$ cat src/design/rthp_pkg.sv
// Shared types and constants of the RGB to HSV pixel pipeline.
package rthp_pkg;

    // Channel width and the divider shape that follows from it
    localparam int PIX_W     = 8;
    localparam int DIV_STEPS = PIX_W;
    localparam int NUM_W     = 2 * PIX_W;

    // Hue offsets in half degrees
    localparam logic [PIX_W-1:0] HUE_BLUE  = PIX_W'(120);
    localparam logic [PIX_W-1:0] HUE_GREEN = PIX_W'(60);
    localparam logic [PIX_W-1:0] HUE_WRAP  = PIX_W'(180);
    localparam logic [PIX_W-1:0] HUE_MAX   = PIX_W'(179);

    // Which channel holds the maximum
    typedef enum logic [1:0] {
        SEC_BLUE,
        SEC_GREEN,
        SEC_RED
    } t_sector;

    // Word carried through the divider stages: two restoring divisions in step
    typedef struct packed {
        t_sector              sector;
        logic                 neg;
        logic                 zero;
        logic [PIX_W-1:0]     bright;
        logic [NUM_W-1:0]     hue_rem;
        logic [NUM_W-1:0]     hue_dsh;
        logic [PIX_W-1:0]     hue_q;
        logic [NUM_W-1:0]     sat_rem;
        logic [NUM_W-1:0]     sat_dsh;
        logic [PIX_W-1:0]     sat_q;
    } t_div_word;

endpackage

$ cat src/design/rthp_if.sv
// Pixel input and HSV output channel interfaces.
interface rthp_pix_if;
    logic                      valid;
    logic                      ready;
    logic [rthp_pkg::PIX_W-1:0] blue;
    logic [rthp_pkg::PIX_W-1:0] green;
    logic [rthp_pkg::PIX_W-1:0] red;

    modport source (output valid, output blue, output green, output red, input ready);
    modport sink   (input valid, input blue, input green, input red, output ready);
endinterface

interface rthp_hsv_if;
    logic                      valid;
    logic                      ready;
    logic [rthp_pkg::PIX_W-1:0] hue;
    logic [rthp_pkg::PIX_W-1:0] saturation;
    logic [rthp_pkg::PIX_W-1:0] brightness;

    modport source (output valid, output hue, output saturation, output brightness,
                    input ready);
    modport sink   (input valid, input hue, input saturation, input brightness,
                    output ready);
endinterface

$ cat src/design/rthp_front.sv
// Front stages: pick the maximum channel, form delta, then the two dividends.
module rthp_front (
    input  logic                i_clk,
    input  logic                i_rst_n,
    rthp_pix_if.sink            i_pix,
    output logic                o_valid,
    output rthp_pkg::t_div_word o_word,
    input  logic                i_ready
);

    typedef struct packed {
        rthp_pkg::t_sector           sector;
        logic                        neg;
        logic [rthp_pkg::PIX_W-1:0]  mx;
        logic [rthp_pkg::PIX_W-1:0]  delta;
        logic [rthp_pkg::PIX_W-1:0]  mag;
    } t_sort_word;

    logic                       r_s1_valid;
    t_sort_word                 r_s1;
    t_sort_word                 n_s1;
    logic                       r_s2_valid;
    rthp_pkg::t_div_word        r_s2;
    rthp_pkg::t_div_word        n_s2;
    logic                       s1_ready;
    logic                       s2_ready;
    logic [rthp_pkg::PIX_W-1:0] o1;
    logic [rthp_pkg::PIX_W-1:0] o2;
    logic [rthp_pkg::PIX_W-1:0] mn;

    // Advance a stage when it is empty or the next one takes its word
    assign s2_ready    = !r_s2_valid || i_ready;
    assign s1_ready    = !r_s1_valid || s2_ready;
    assign i_pix.ready = s1_ready;

    // Select maximum: green wins ties over blue, red wins ties over either
    always_comb begin
        n_s1 = '0;
        if (i_pix.blue > i_pix.green) begin
            n_s1.sector = rthp_pkg::SEC_BLUE;
            n_s1.mx     = i_pix.blue;
        end else begin
            n_s1.sector = rthp_pkg::SEC_GREEN;
            n_s1.mx     = i_pix.green;
        end
        if (!(n_s1.mx > i_pix.red)) begin
            n_s1.sector = rthp_pkg::SEC_RED;
            n_s1.mx     = i_pix.red;
        end
        // o2 - o1 is the signed hue difference of the sector
        case (n_s1.sector)
            rthp_pkg::SEC_BLUE: begin
                o1 = i_pix.green;
                o2 = i_pix.red;
            end
            rthp_pkg::SEC_GREEN: begin
                o1 = i_pix.red;
                o2 = i_pix.blue;
            end
            default: begin
                o1 = i_pix.blue;
                o2 = i_pix.green;
            end
        endcase
        mn         = (o1 < o2) ? o1 : o2;
        n_s1.delta = n_s1.mx - mn;
        n_s1.neg   = (o2 < o1);
        n_s1.mag   = n_s1.neg ? (o1 - o2) : (o2 - o1);
    end

    // Build dividends: 30 * |diff| over delta, 255 * delta over max
    always_comb begin
        n_s2         = '0;
        n_s2.sector  = r_s1.sector;
        n_s2.neg     = r_s1.neg;
        n_s2.zero    = (r_s1.delta == '0);
        n_s2.bright  = r_s1.mx;
        n_s2.hue_rem = (rthp_pkg::NUM_W'(r_s1.mag) << 5) - (rthp_pkg::NUM_W'(r_s1.mag) << 1);
        n_s2.hue_dsh = rthp_pkg::NUM_W'(r_s1.delta) << (rthp_pkg::DIV_STEPS - 1);
        n_s2.sat_rem = (rthp_pkg::NUM_W'(r_s1.delta) << rthp_pkg::PIX_W)
                       - rthp_pkg::NUM_W'(r_s1.delta);
        n_s2.sat_dsh = rthp_pkg::NUM_W'(r_s1.mx) << (rthp_pkg::DIV_STEPS - 1);
    end

    // Valid bits
    always_ff @(posedge i_clk) begin
        if (!i_rst_n) begin
            r_s1_valid <= 1'b0;
            r_s2_valid <= 1'b0;
        end else begin
            if (s1_ready) begin
                r_s1_valid <= i_pix.valid;
            end
            if (s2_ready) begin
                r_s2_valid <= r_s1_valid;
            end
        end
    end

    // Payload, held while stalled
    always_ff @(posedge i_clk) begin
        if (s1_ready && i_pix.valid) begin
            r_s1 <= n_s1;
        end
        if (s2_ready && r_s1_valid) begin
            r_s2 <= n_s2;
        end
    end

    assign o_valid = r_s2_valid;
    assign o_word  = r_s2;

endmodule

$ cat src/design/rthp_div_stage.sv
// One restoring division step for both the hue and the saturation quotient.
module rthp_div_stage (
    input  logic                i_clk,
    input  logic                i_rst_n,
    input  logic                i_valid,
    input  rthp_pkg::t_div_word i_word,
    output logic                o_ready,
    output logic                o_valid,
    output rthp_pkg::t_div_word o_word,
    input  logic                i_ready
);

    logic                r_valid;
    rthp_pkg::t_div_word r_word;
    rthp_pkg::t_div_word n_word;
    logic                hue_ge;
    logic                sat_ge;

    assign o_ready = !r_valid || i_ready;

    // Subtract the shifted divisor where it fits, shift in the quotient bit
    always_comb begin
        n_word  = i_word;
        hue_ge  = (i_word.hue_rem >= i_word.hue_dsh);
        sat_ge  = (i_word.sat_rem >= i_word.sat_dsh);
        if (hue_ge) begin
            n_word.hue_rem = i_word.hue_rem - i_word.hue_dsh;
        end
        if (sat_ge) begin
            n_word.sat_rem = i_word.sat_rem - i_word.sat_dsh;
        end
        n_word.hue_q   = {i_word.hue_q[rthp_pkg::PIX_W-2:0], hue_ge};
        n_word.sat_q   = {i_word.sat_q[rthp_pkg::PIX_W-2:0], sat_ge};
        n_word.hue_dsh = i_word.hue_dsh >> 1;
        n_word.sat_dsh = i_word.sat_dsh >> 1;
    end

    always_ff @(posedge i_clk) begin
        if (!i_rst_n) begin
            r_valid <= 1'b0;
        end else if (o_ready) begin
            r_valid <= i_valid;
        end
    end

    always_ff @(posedge i_clk) begin
        if (o_ready && i_valid) begin
            r_word <= n_word;
        end
    end

    assign o_valid = r_valid;
    assign o_word  = r_word;

endmodule

$ cat src/design/rthp_back.sv
// Output stage: sector offset and sign correction of hue, output register.
module rthp_back (
    input  logic                i_clk,
    input  logic                i_rst_n,
    input  logic                i_valid,
    input  rthp_pkg::t_div_word i_word,
    output logic                o_ready,
    rthp_hsv_if.source          o_hsv
);

    logic                       r_valid;
    logic [rthp_pkg::PIX_W-1:0] r_hue;
    logic [rthp_pkg::PIX_W-1:0] r_sat;
    logic [rthp_pkg::PIX_W-1:0] r_bright;
    logic [rthp_pkg::PIX_W-1:0] n_hue;
    logic [rthp_pkg::PIX_W-1:0] n_sat;
    logic [rthp_pkg::PIX_W-1:0] q;
    logic [rthp_pkg::PIX_W-1:0] step;

    assign o_ready = !r_valid || o_hsv.ready;

    // Floor for blue and green sectors, truncation with wrap for red
    always_comb begin
        q    = i_word.hue_q;
        step = q + rthp_pkg::PIX_W'(i_word.hue_rem != '0);
        case (i_word.sector)
            rthp_pkg::SEC_BLUE: begin
                n_hue = i_word.neg ? (rthp_pkg::HUE_BLUE - step) : (rthp_pkg::HUE_BLUE + q);
            end
            rthp_pkg::SEC_GREEN: begin
                n_hue = i_word.neg ? (rthp_pkg::HUE_GREEN - step) : (rthp_pkg::HUE_GREEN + q);
            end
            default: begin
                n_hue = (i_word.neg && (q != '0)) ? (rthp_pkg::HUE_WRAP - q) : q;
            end
        endcase
        n_sat = i_word.sat_q;
        // Equal channels: drop hue and saturation to zero
        if (i_word.zero) begin
            n_hue = '0;
            n_sat = '0;
        end
    end

    always_ff @(posedge i_clk) begin
        if (!i_rst_n) begin
            r_valid <= 1'b0;
        end else if (o_ready) begin
            r_valid <= i_valid;
        end
    end

    always_ff @(posedge i_clk) begin
        if (o_ready && i_valid) begin
            r_hue    <= n_hue;
            r_sat    <= n_sat;
            r_bright <= i_word.bright;
        end
    end

    assign o_hsv.valid      = r_valid;
    assign o_hsv.hue        = r_hue;
    assign o_hsv.saturation = r_sat;
    assign o_hsv.brightness = r_bright;

    // Hue stays below a full turn (0..179 half degrees)
    a_hue_range: assert property (@(posedge i_clk) disable iff (!i_rst_n)
        r_valid |-> (r_hue <= rthp_pkg::HUE_MAX))
        else $error("hue out of range");

    // A nonzero hue needs a nonzero delta, so saturation is nonzero too
    a_hue_sat: assert property (@(posedge i_clk) disable iff (!i_rst_n)
        (r_valid && (r_hue != '0)) |-> (r_sat != '0))
        else $error("hue without saturation");

    // Black pixel gives zero hue and saturation
    a_black: assert property (@(posedge i_clk) disable iff (!i_rst_n)
        (r_valid && (r_bright == '0)) |-> ((r_hue == '0) && (r_sat == '0)))
        else $error("black pixel with color");

    // An accepted word shows up as a valid result on the next cycle
    a_word_load: assert property (@(posedge i_clk) disable iff (!i_rst_n)
        (o_ready && i_valid) |=> r_valid)
        else $error("accepted word not held");

endmodule

$ cat src/design/rgb_to_hsv_pixel_unit.sv
// Top level of the RGB to HSV pixel pipeline.
//
// Usage:
//   i_pix  : sink channel carrying one pixel per word (blue, green, red bytes).
//   o_hsv  : source channel carrying hue (half degrees, 0..179), saturation and
//            brightness for each pixel, in input order.
//   A word moves when valid and ready are both high at a rising edge of i_clk.
// Stages: from acceptance to o_hsv.valid a pixel passes two front stages
//   (maximum and delta, then the dividends), eight division stages that each
//   resolve one quotient bit of both divisions, and the output register.
// Throughput: one pixel per cycle while o_hsv.ready is high; the eight-step
//   restoring divider is fully pipelined; every stage takes one word per cycle.
// Reset: i_rst_n low at a clock edge clears all valid bits; the pipeline is
//   empty and i_pix.ready is high after reset.
// Stall: when o_hsv.ready is low, the result holds and words close up behind
//   it into empty stages; i_pix.ready falls only once every stage is full.
module rgb_to_hsv_pixel_unit (
    input  logic        i_clk,
    input  logic        i_rst_n,
    rthp_pix_if.sink    i_pix,
    rthp_hsv_if.source  o_hsv
);

    logic                valid [rthp_pkg::DIV_STEPS+1];
    logic                ready [rthp_pkg::DIV_STEPS+1];
    rthp_pkg::t_div_word word  [rthp_pkg::DIV_STEPS+1];

    // Maximum, delta and dividends
    rthp_front u_front (
        .i_clk   (i_clk),
        .i_rst_n (i_rst_n),
        .i_pix   (i_pix),
        .o_valid (valid[0]),
        .o_word  (word[0]),
        .i_ready (ready[0])
    );

    // One quotient bit per stage
    for (genvar g = 0; g < rthp_pkg::DIV_STEPS; g++) begin : g_div
        rthp_div_stage u_div_stage (
            .i_clk   (i_clk),
            .i_rst_n (i_rst_n),
            .i_valid (valid[g]),
            .i_word  (word[g]),
            .o_ready (ready[g]),
            .o_valid (valid[g+1]),
            .o_word  (word[g+1]),
            .i_ready (ready[g+1])
        );
    end

    // Hue correction and output register
    rthp_back u_back (
        .i_clk   (i_clk),
        .i_rst_n (i_rst_n),
        .i_valid (valid[rthp_pkg::DIV_STEPS]),
        .i_word  (word[rthp_pkg::DIV_STEPS]),
        .o_ready (ready[rthp_pkg::DIV_STEPS]),
        .o_hsv   (o_hsv)
    );

endmodule

$ cat src/flat_wrapper.sv
// flat-port wrapper written by rule: the top's interface ports become plain ports
module rgb_to_hsv_pixel_unit_flat 
  (i_clk, i_rst_n, i_pix_valid, i_pix_blue, i_pix_green, i_pix_red, i_pix_ready, o_hsv_valid, o_hsv_hue, o_hsv_saturation, o_hsv_brightness, o_hsv_ready);
  rthp_pix_if i_pix_i ();
  rthp_hsv_if o_hsv_i ();
  input  logic i_clk;
  input  logic i_rst_n;
  input wire logic [$bits(i_pix_i.valid)-1:0] i_pix_valid;
  input wire logic [$bits(i_pix_i.blue)-1:0] i_pix_blue;
  input wire logic [$bits(i_pix_i.green)-1:0] i_pix_green;
  input wire logic [$bits(i_pix_i.red)-1:0] i_pix_red;
  output wire logic [$bits(i_pix_i.ready)-1:0] i_pix_ready;
  output wire logic [$bits(o_hsv_i.valid)-1:0] o_hsv_valid;
  output wire logic [$bits(o_hsv_i.hue)-1:0] o_hsv_hue;
  output wire logic [$bits(o_hsv_i.saturation)-1:0] o_hsv_saturation;
  output wire logic [$bits(o_hsv_i.brightness)-1:0] o_hsv_brightness;
  input wire logic [$bits(o_hsv_i.ready)-1:0] o_hsv_ready;
  assign i_pix_i.valid = i_pix_valid;
  assign i_pix_i.blue = i_pix_blue;
  assign i_pix_i.green = i_pix_green;
  assign i_pix_i.red = i_pix_red;
  assign i_pix_ready = i_pix_i.ready;
  assign o_hsv_valid = o_hsv_i.valid;
  assign o_hsv_hue = o_hsv_i.hue;
  assign o_hsv_saturation = o_hsv_i.saturation;
  assign o_hsv_brightness = o_hsv_i.brightness;
  assign o_hsv_i.ready = o_hsv_ready;
  rgb_to_hsv_pixel_unit u_core (.i_clk(i_clk), .i_rst_n(i_rst_n), .i_pix(i_pix_i), .o_hsv(o_hsv_i));
endmodule
$ cat config.mk
export PLATFORM = sky130hd
export DESIGN_NAME = rgb_to_hsv_pixel_unit_flat
export DESIGN_NICKNAME = d
export VERILOG_FILES = /design/src/design/rthp_pkg.sv /design/src/design/rthp_if.sv /design/src/design/rthp_front.sv /design/src/design/rthp_div_stage.sv /design/src/design/rthp_back.sv /design/src/design/rgb_to_hsv_pixel_unit.sv /design/src/flat_wrapper.sv
export SDC_FILE = /design/constraint.sdc
export NUM_CORES = 1
export LEC_CHECK = 0
export BUFFER_PORTS_ARGS = -buffer_cell sky130_fd_sc_hd__clkbuf_2
export CAP_MARGIN = 30
export CORE_ASPECT_RATIO = 1.2
export CORE_MARGIN = 4
export CORE_UTILIZATION = 45
export CTS_CLUSTER_SIZE = 40
export DETAILED_ROUTE_END_ITERATION = 10
export SLEW_MARGIN = 0
export SYNTH_ARGS = -nofsm -noshare
export SYNTH_HDL_FRONTEND = slang
export SYNTH_SLANG_ARGS = --single-unit
export TNS_END_PERCENT = 5
$ cat constraint.sdc
create_clock -name i_clk -period 9.1 [get_ports i_clk]
set_input_delay 0.91 -clock i_clk [delete_from_list [all_inputs] [get_ports i_clk]]
set_output_delay 0.91 -clock i_clk [all_outputs]
set_load 0.02 [all_outputs]
# After elaboration in Yosys (flattened, before gate mapping)
# Cells that the tools add are included.
# word_totals
regBits	578
latchBits	0
ramBits	0
rom_bits	0
in_bits	28
out_inout_bits	26
elab_cells	210
memories	0
# classes
n_addsub	26
multipliers	0
div	0
magnitude_cmp	20
eq_ne	2
shift	0
mux	27
n_bitwise	0
reduce_logical	39
# op_table
cell	count
$mux W16	15
$mux W8	7
$pmux W8 S2	3
$ge A16 B10 Y1	2
$ge A16 B11 Y1	2
$ge A16 B12 Y1	2
$ge A16 B13 Y1	2
$ge A16 B14 Y1	2
$ge A16 B15 Y1	2
$ge A16 B8 Y1	2
$ge A16 B9 Y1	2
$sub A16 B10 Y16	2
$sub A16 B11 Y16	2
$sub A16 B12 Y16	2
$sub A16 B13 Y16	2
$sub A16 B14 Y16	2
$sub A16 B15 Y16	2
$sub A16 B8 Y16	2
$sub A16 B9 Y16	2
$sub A8 B8 Y8	3
$gt A8 B8 Y1	2
$lt A8 B8 Y1	2
$reduce_bool A16 Y1	1
$sub A13 B9 Y14	1
other kinds (15)	48

# Longest topological paths before layout
# logic_depth
word_depth	13
ltp_mapped	41
mapped_depth_nobuf	34

# Hierarchy
# From an unflattened synthesis, not the netlist that was laid out.
# hier_totals
hier_cells	4180
area_unflattened_um2	47934.7
# by_module_without_submodules
mod	n_inst	cells_each	area_per_inst_um2
rthp_div_stage (u_core.g_div[2].u_div_stage ...)	3	449	5099.9
rthp_front	1	543	5358.9
rthp_div_stage (u_core.g_div[0].u_div_stage)	1	428	5162.5
rthp_div_stage (u_core.g_div[1].u_div_stage)	1	433	5159.9
rthp_div_stage (u_core.g_div[6].u_div_stage)	1	427	5147.4
rthp_div_stage (u_core.g_div[5].u_div_stage)	1	393	4904.7
rthp_div_stage (u_core.g_div[7].u_div_stage)	1	393	4883.4
rthp_back	1	216	2018.2

# Worst setup path after synthesis
# No wires, ideal clock.
# synth_timing
path_type	input to register
from	input i_pix_green[2]
to	register u_core.u_front.r_s1 (netlist bit u_core.u_front.n_s2[62]), data pin
setup_time_ps	260
arrival_ps	7676
required_ps	8840
slack_ps	1164
cell_stages	38
path_cell_list	clkbuf_1 -> inv_1 -> ha_1 -> o211ai_1 -> o2111a_1 -> nor2_1 -> clkbuf_1 -> clkbuf_1 -> o21ai_0 -> ha_1 -> nand4_1 -> nor3_2 -> nor2_1 -> a21o_1 -> inv_1 -> buf_2 -> buf_2 -> clkbuf_1 -> [... 2 more ...] -> inv_1 -> ha_1 -> clkbuf_1 -> a21o_1 -> a21o_1 -> a221oi_1 -> o31ai_4 -> buf_2 -> a21oi_1 -> ha_1 -> a21oi_1 -> o21ai_0 -> a21oi_1 -> o21bai_1 -> a21o_1 -> a21oi_1 -> xor2_1 -> xnor2_1
# synth_rtl
item	line	text
from (decl)	flat_wrapper.sv:10	input wire logic [$bits(i_pix_i.green)-1:0] i_pix_green;
to (signal assigned)	rthp_front.sv:103	r_s1 <= n_s1;
to (decl)	rthp_front.sv:20	t_sort_word r_s1;

==> run summary <==
Die Span X -> 237 µm
WP data required -> 9.44 ns
Largest net degree at the start of global routing -> 65
Most frequent cells in the layout -> edfxtp_1 (549), inv_1 (250), nor2_1 (185)
Synthesis-to-layout area growth -> 12.0%
Pre-Repair DR Iteration Count -> 5
Hold Buf Count CTS -> 0
DP HPWL -> 39300 µm
Vias in the first global route -> 17600
Finished Layout Cells -> 3298
Crit path top cell by count -> ha_1
Simple-gate area share of the yosys netlist -> 10.6%
Mean Syn Cell Area -> 12.0 µm²
Seq/Total Area, Yosys -> 59.2%
Routed length per placed instance -> 15.3 µm
Yosys warns -> 0
Final WL -> 50400 µm
Most used DFF post-synth -> edfxtp_1
DIE AREA -> 66800 µm²
Worst Path Class, Setup -> in -> reg
Initial drt markers -> 681
Leak -> 12.2 nW
Headroom to the max-slew limit -> 38.9%
Final worst path period share -> 82.7%
Worst hold margin -> 0.405 ns
Commonest non-fill, non-tap cell in the layout -> edfxtp_1
Internal power -> 5.01 mW
CTS resizes -> 0
Via/cell ratio -> 5.14
Initial antenna violation count -> 0
Unrepaired setup endpoints after global routing -> false
Comb pwr share -> 16.8%
Placed cell area -> 29600 µm²
Post-Synth XOR/XNOR Area -> 5.34%
H-tree depth -> 2
Worst-Skew Late Latency -> 0.61 ns
Chip height -> 282 µm
Area of the core -> 62100 µm²
Antenna cells -> 0
Post-synth top area cell -> edfxtp_1
Syn Nets -> 2573
Area contributors post-synth -> edfxtp_1 (58%), ha_1 (8.1%), xnor2_1 (3.6%)
Crit-path max cell delay -> 0.56 ns
Final min period -> 7.53 ns
# DRC -> 0
Skew final -> 0.0277 ns
CP startpoint kind -> input port
First-pass GRT wire length -> 84000 µm
Num Clock Sinks -> 560
CTS tree -> yes
P_sw -> 1.67 mW
Worst min-delay path class -> reg -> reg
IO Pins -> 54
Final ANT Viol Nets -> 0
Num rows -> 100
CP Max Fanout -> 19
Tot GR Track Use -> 15.2%
Worst slew pin tran -> 0.907 ns
CTS Buffer Depth -> 3
Post-synth EDFFs -> 549
Flop pwr share -> 46.5%
Total power -> 6.67 mW
CP Capture Type -> register
Final Hold Viols -> 0
CP max stage cell -> nor2_1
Root buf cell -> clkbuf_16
Count of final setup violators -> 0
Setup TNS -> 0 ns
Max-slew violations -> 0
Total setup buffers inserted after CTS -> 0
Critical path arrival -> 7.87 ns
Via count -> 16900
Initial Util -> 45.5%
Post-layout nets -> 2664
IO Port Bufs -> 53
Design area -> 31600 µm²
Clock network fraction of design power -> 36.7%
Routability Congestion -> 0.871
Mapped cell area -> 28200 µm²
Adder-cell share of the synthesized area -> 9.42%
Post-Syn Instances -> 2344
Post-synth cell types -> 79
Clock Pin Slew Worst Setup and Hold Paths -> 0.06 ns
Multiplexer area fraction after synthesis -> 0.745%
CTS Buf Count -> 56
Main combinational cell family by area after synthesis -> simple AND/OR/NAND/NOR gates
Grt ovf -> 0
Peak supply drop -> 0.000128 V
Sw Share -> 25.0%
Fraction of layout cells with a size suffix above 1 -> 8.30%
Compound-Gate Fraction of Synth Area -> 10.6%
FFs w/ async S/R, synth -> 0%
Achievable frequency -> 133 MHz
Placed Cells incl. Taps -> 3193
FF+latch count, synth -> 560
Max-cap violations -> 0
Fill cells -> 5406
PwrDens -> 211 nW/µm²
Top-area cell type share of the netlist area -> 58.4%
Status -> complete, no violations
==> per-layer routing <==
metal  up-vias  global-route usage, %  share of wire (%)  wire length, µm
met1      7985                   14.9                 36            18200
met3       109                   2.30                2.8             1410
met2       222                   31.3                 57            28700
li1       8628                      -                  -                -
met5         -                      0                  0                0
met4         0                   6.29                4.1             2060
==> power groups by stage <==
| stage | combinational (mW) | sequential (mW) | clock [mW] |
|---|---|---|---|
| global route | 1.26 | 3.12 | 2.64 |
| detailed placement | 1.13 | 3.16 | 0 |
| CTS | 1.14 | 3.11 | 2.53 |
| global placement | 1.11 | 3.16 | 0 |
| finish | 1.12 | 3.11 | 2.45 |
| floorplan | 0.841 | 3.13 | 0 |
==> state kept, by name, summed over array words and instances (netlist names) <==
name	count
u_core.g_div.u_div_stage.o_valid	8
u_core.g_div.u_div_stage.o_word	450
u_core.u_back.o_hsv.brightness	8
u_core.u_back.o_hsv.hue	8
u_core.u_back.o_hsv.saturation	8
u_core.u_back.o_hsv.valid	1
u_core.u_front.n_s2	19
u_core.u_front.o_valid	1
u_core.u_front.o_word	48
u_core.u_front.r_s1	8
u_core.u_front.r_s1_valid	1
==> through the flow <==
stage / setup WS (ns) / util [%]
4_1_cts: 1.53 / 51.0
6_report: 1.57 / 51.0
3_5_place_dp: 0.876 / 47.7
2_1_floorplan: 1.16 / -
3_3_place_gp: 1.07 / 47.7
5_1_grt: 0.857 / 51.0
==> worst max-delay path, delay by kind of cell <==
family          cells  cell delay, ns
fa+ha+maj           5            1.60
simple gates        6            0.94
compound gates     16            2.79
xor+xnor            2            0.32
buf+inv             6            1.08
mux                 1            0.24
==> synth_stat cells (all sizes together) (3+ instances only) <==
cell	count
clkbuf	38
a21boi	19
xor2	57
nand2b	45
o2111ai	4
nand3	31
a211o	4
or4	7
a211oi	12
mux2i	12
ha	183
and2	8
nor2	185
nor2b	56
dfxtp	11
a221oi	4
nor3b	7
buf	12
o31a	3
a21o	76
nor4b	7
a21oi	165
edfxtp	549
nor4	28
o21ai	134
o31ai	14
nor3	36
o211ai	5
a31oi	6
a2bb2oi	4
nand4b	5
inv	250
fa	18
xnor2	115
or3	5
mux2	4
or2	4
nand4	29
o21bai	8
and3	6
o21a	7
nand3b	5
nand2	135
==> cell type report <==
cell class,instances,area [µm²],area share [%]
Sequential cell,560,16700,52.8
Multi-Input combinational cell,1483,10500,33.1
Clock buffer,63,1470,4.65
Tap cell,816,1020,3.23
Inverter,251,942,2.98
Clock inverter,42,536,1.69
Timing Repair Buffer,83,490,1.55
==> final timing paths <==
path	end	slack, ns	startpoint	cells past startpoint
setup reg to reg	u_core.g_div[5].u_div_stage.o_word[36]$_DFFE_PP_	5.32	u_core.g_div[4].u_div_stage.o_word[26]$_DFFE_PP_	14
setup / recovery	u_core.u_front.n_s2[62]$_DFFE_PP_	1.57	i_pix_green[2]	36
hold reg to reg	u_core.g_div[5].u_div_stage.o_word[5]$_DFFE_PP_	0.41	u_core.g_div[4].u_div_stage.o_word[4]$_DFFE_PP_	0
hold / removal	u_core.g_div[5].u_div_stage.o_word[5]$_DFFE_PP_	0.41	u_core.g_div[4].u_div_stage.o_word[4]$_DFFE_PP_	0
==> cell families (layout without fill, tap and decap cells) <==
kind of cell,count (synthesis),after routing
xor+xnor,172,172
mux,18,18
buf+inv,301,439
flops,560,560
compound gates,484,484
fa+ha+maj,202,202
simple gates,607,607
Note: power is estimated with default switching activity, not from simulation.
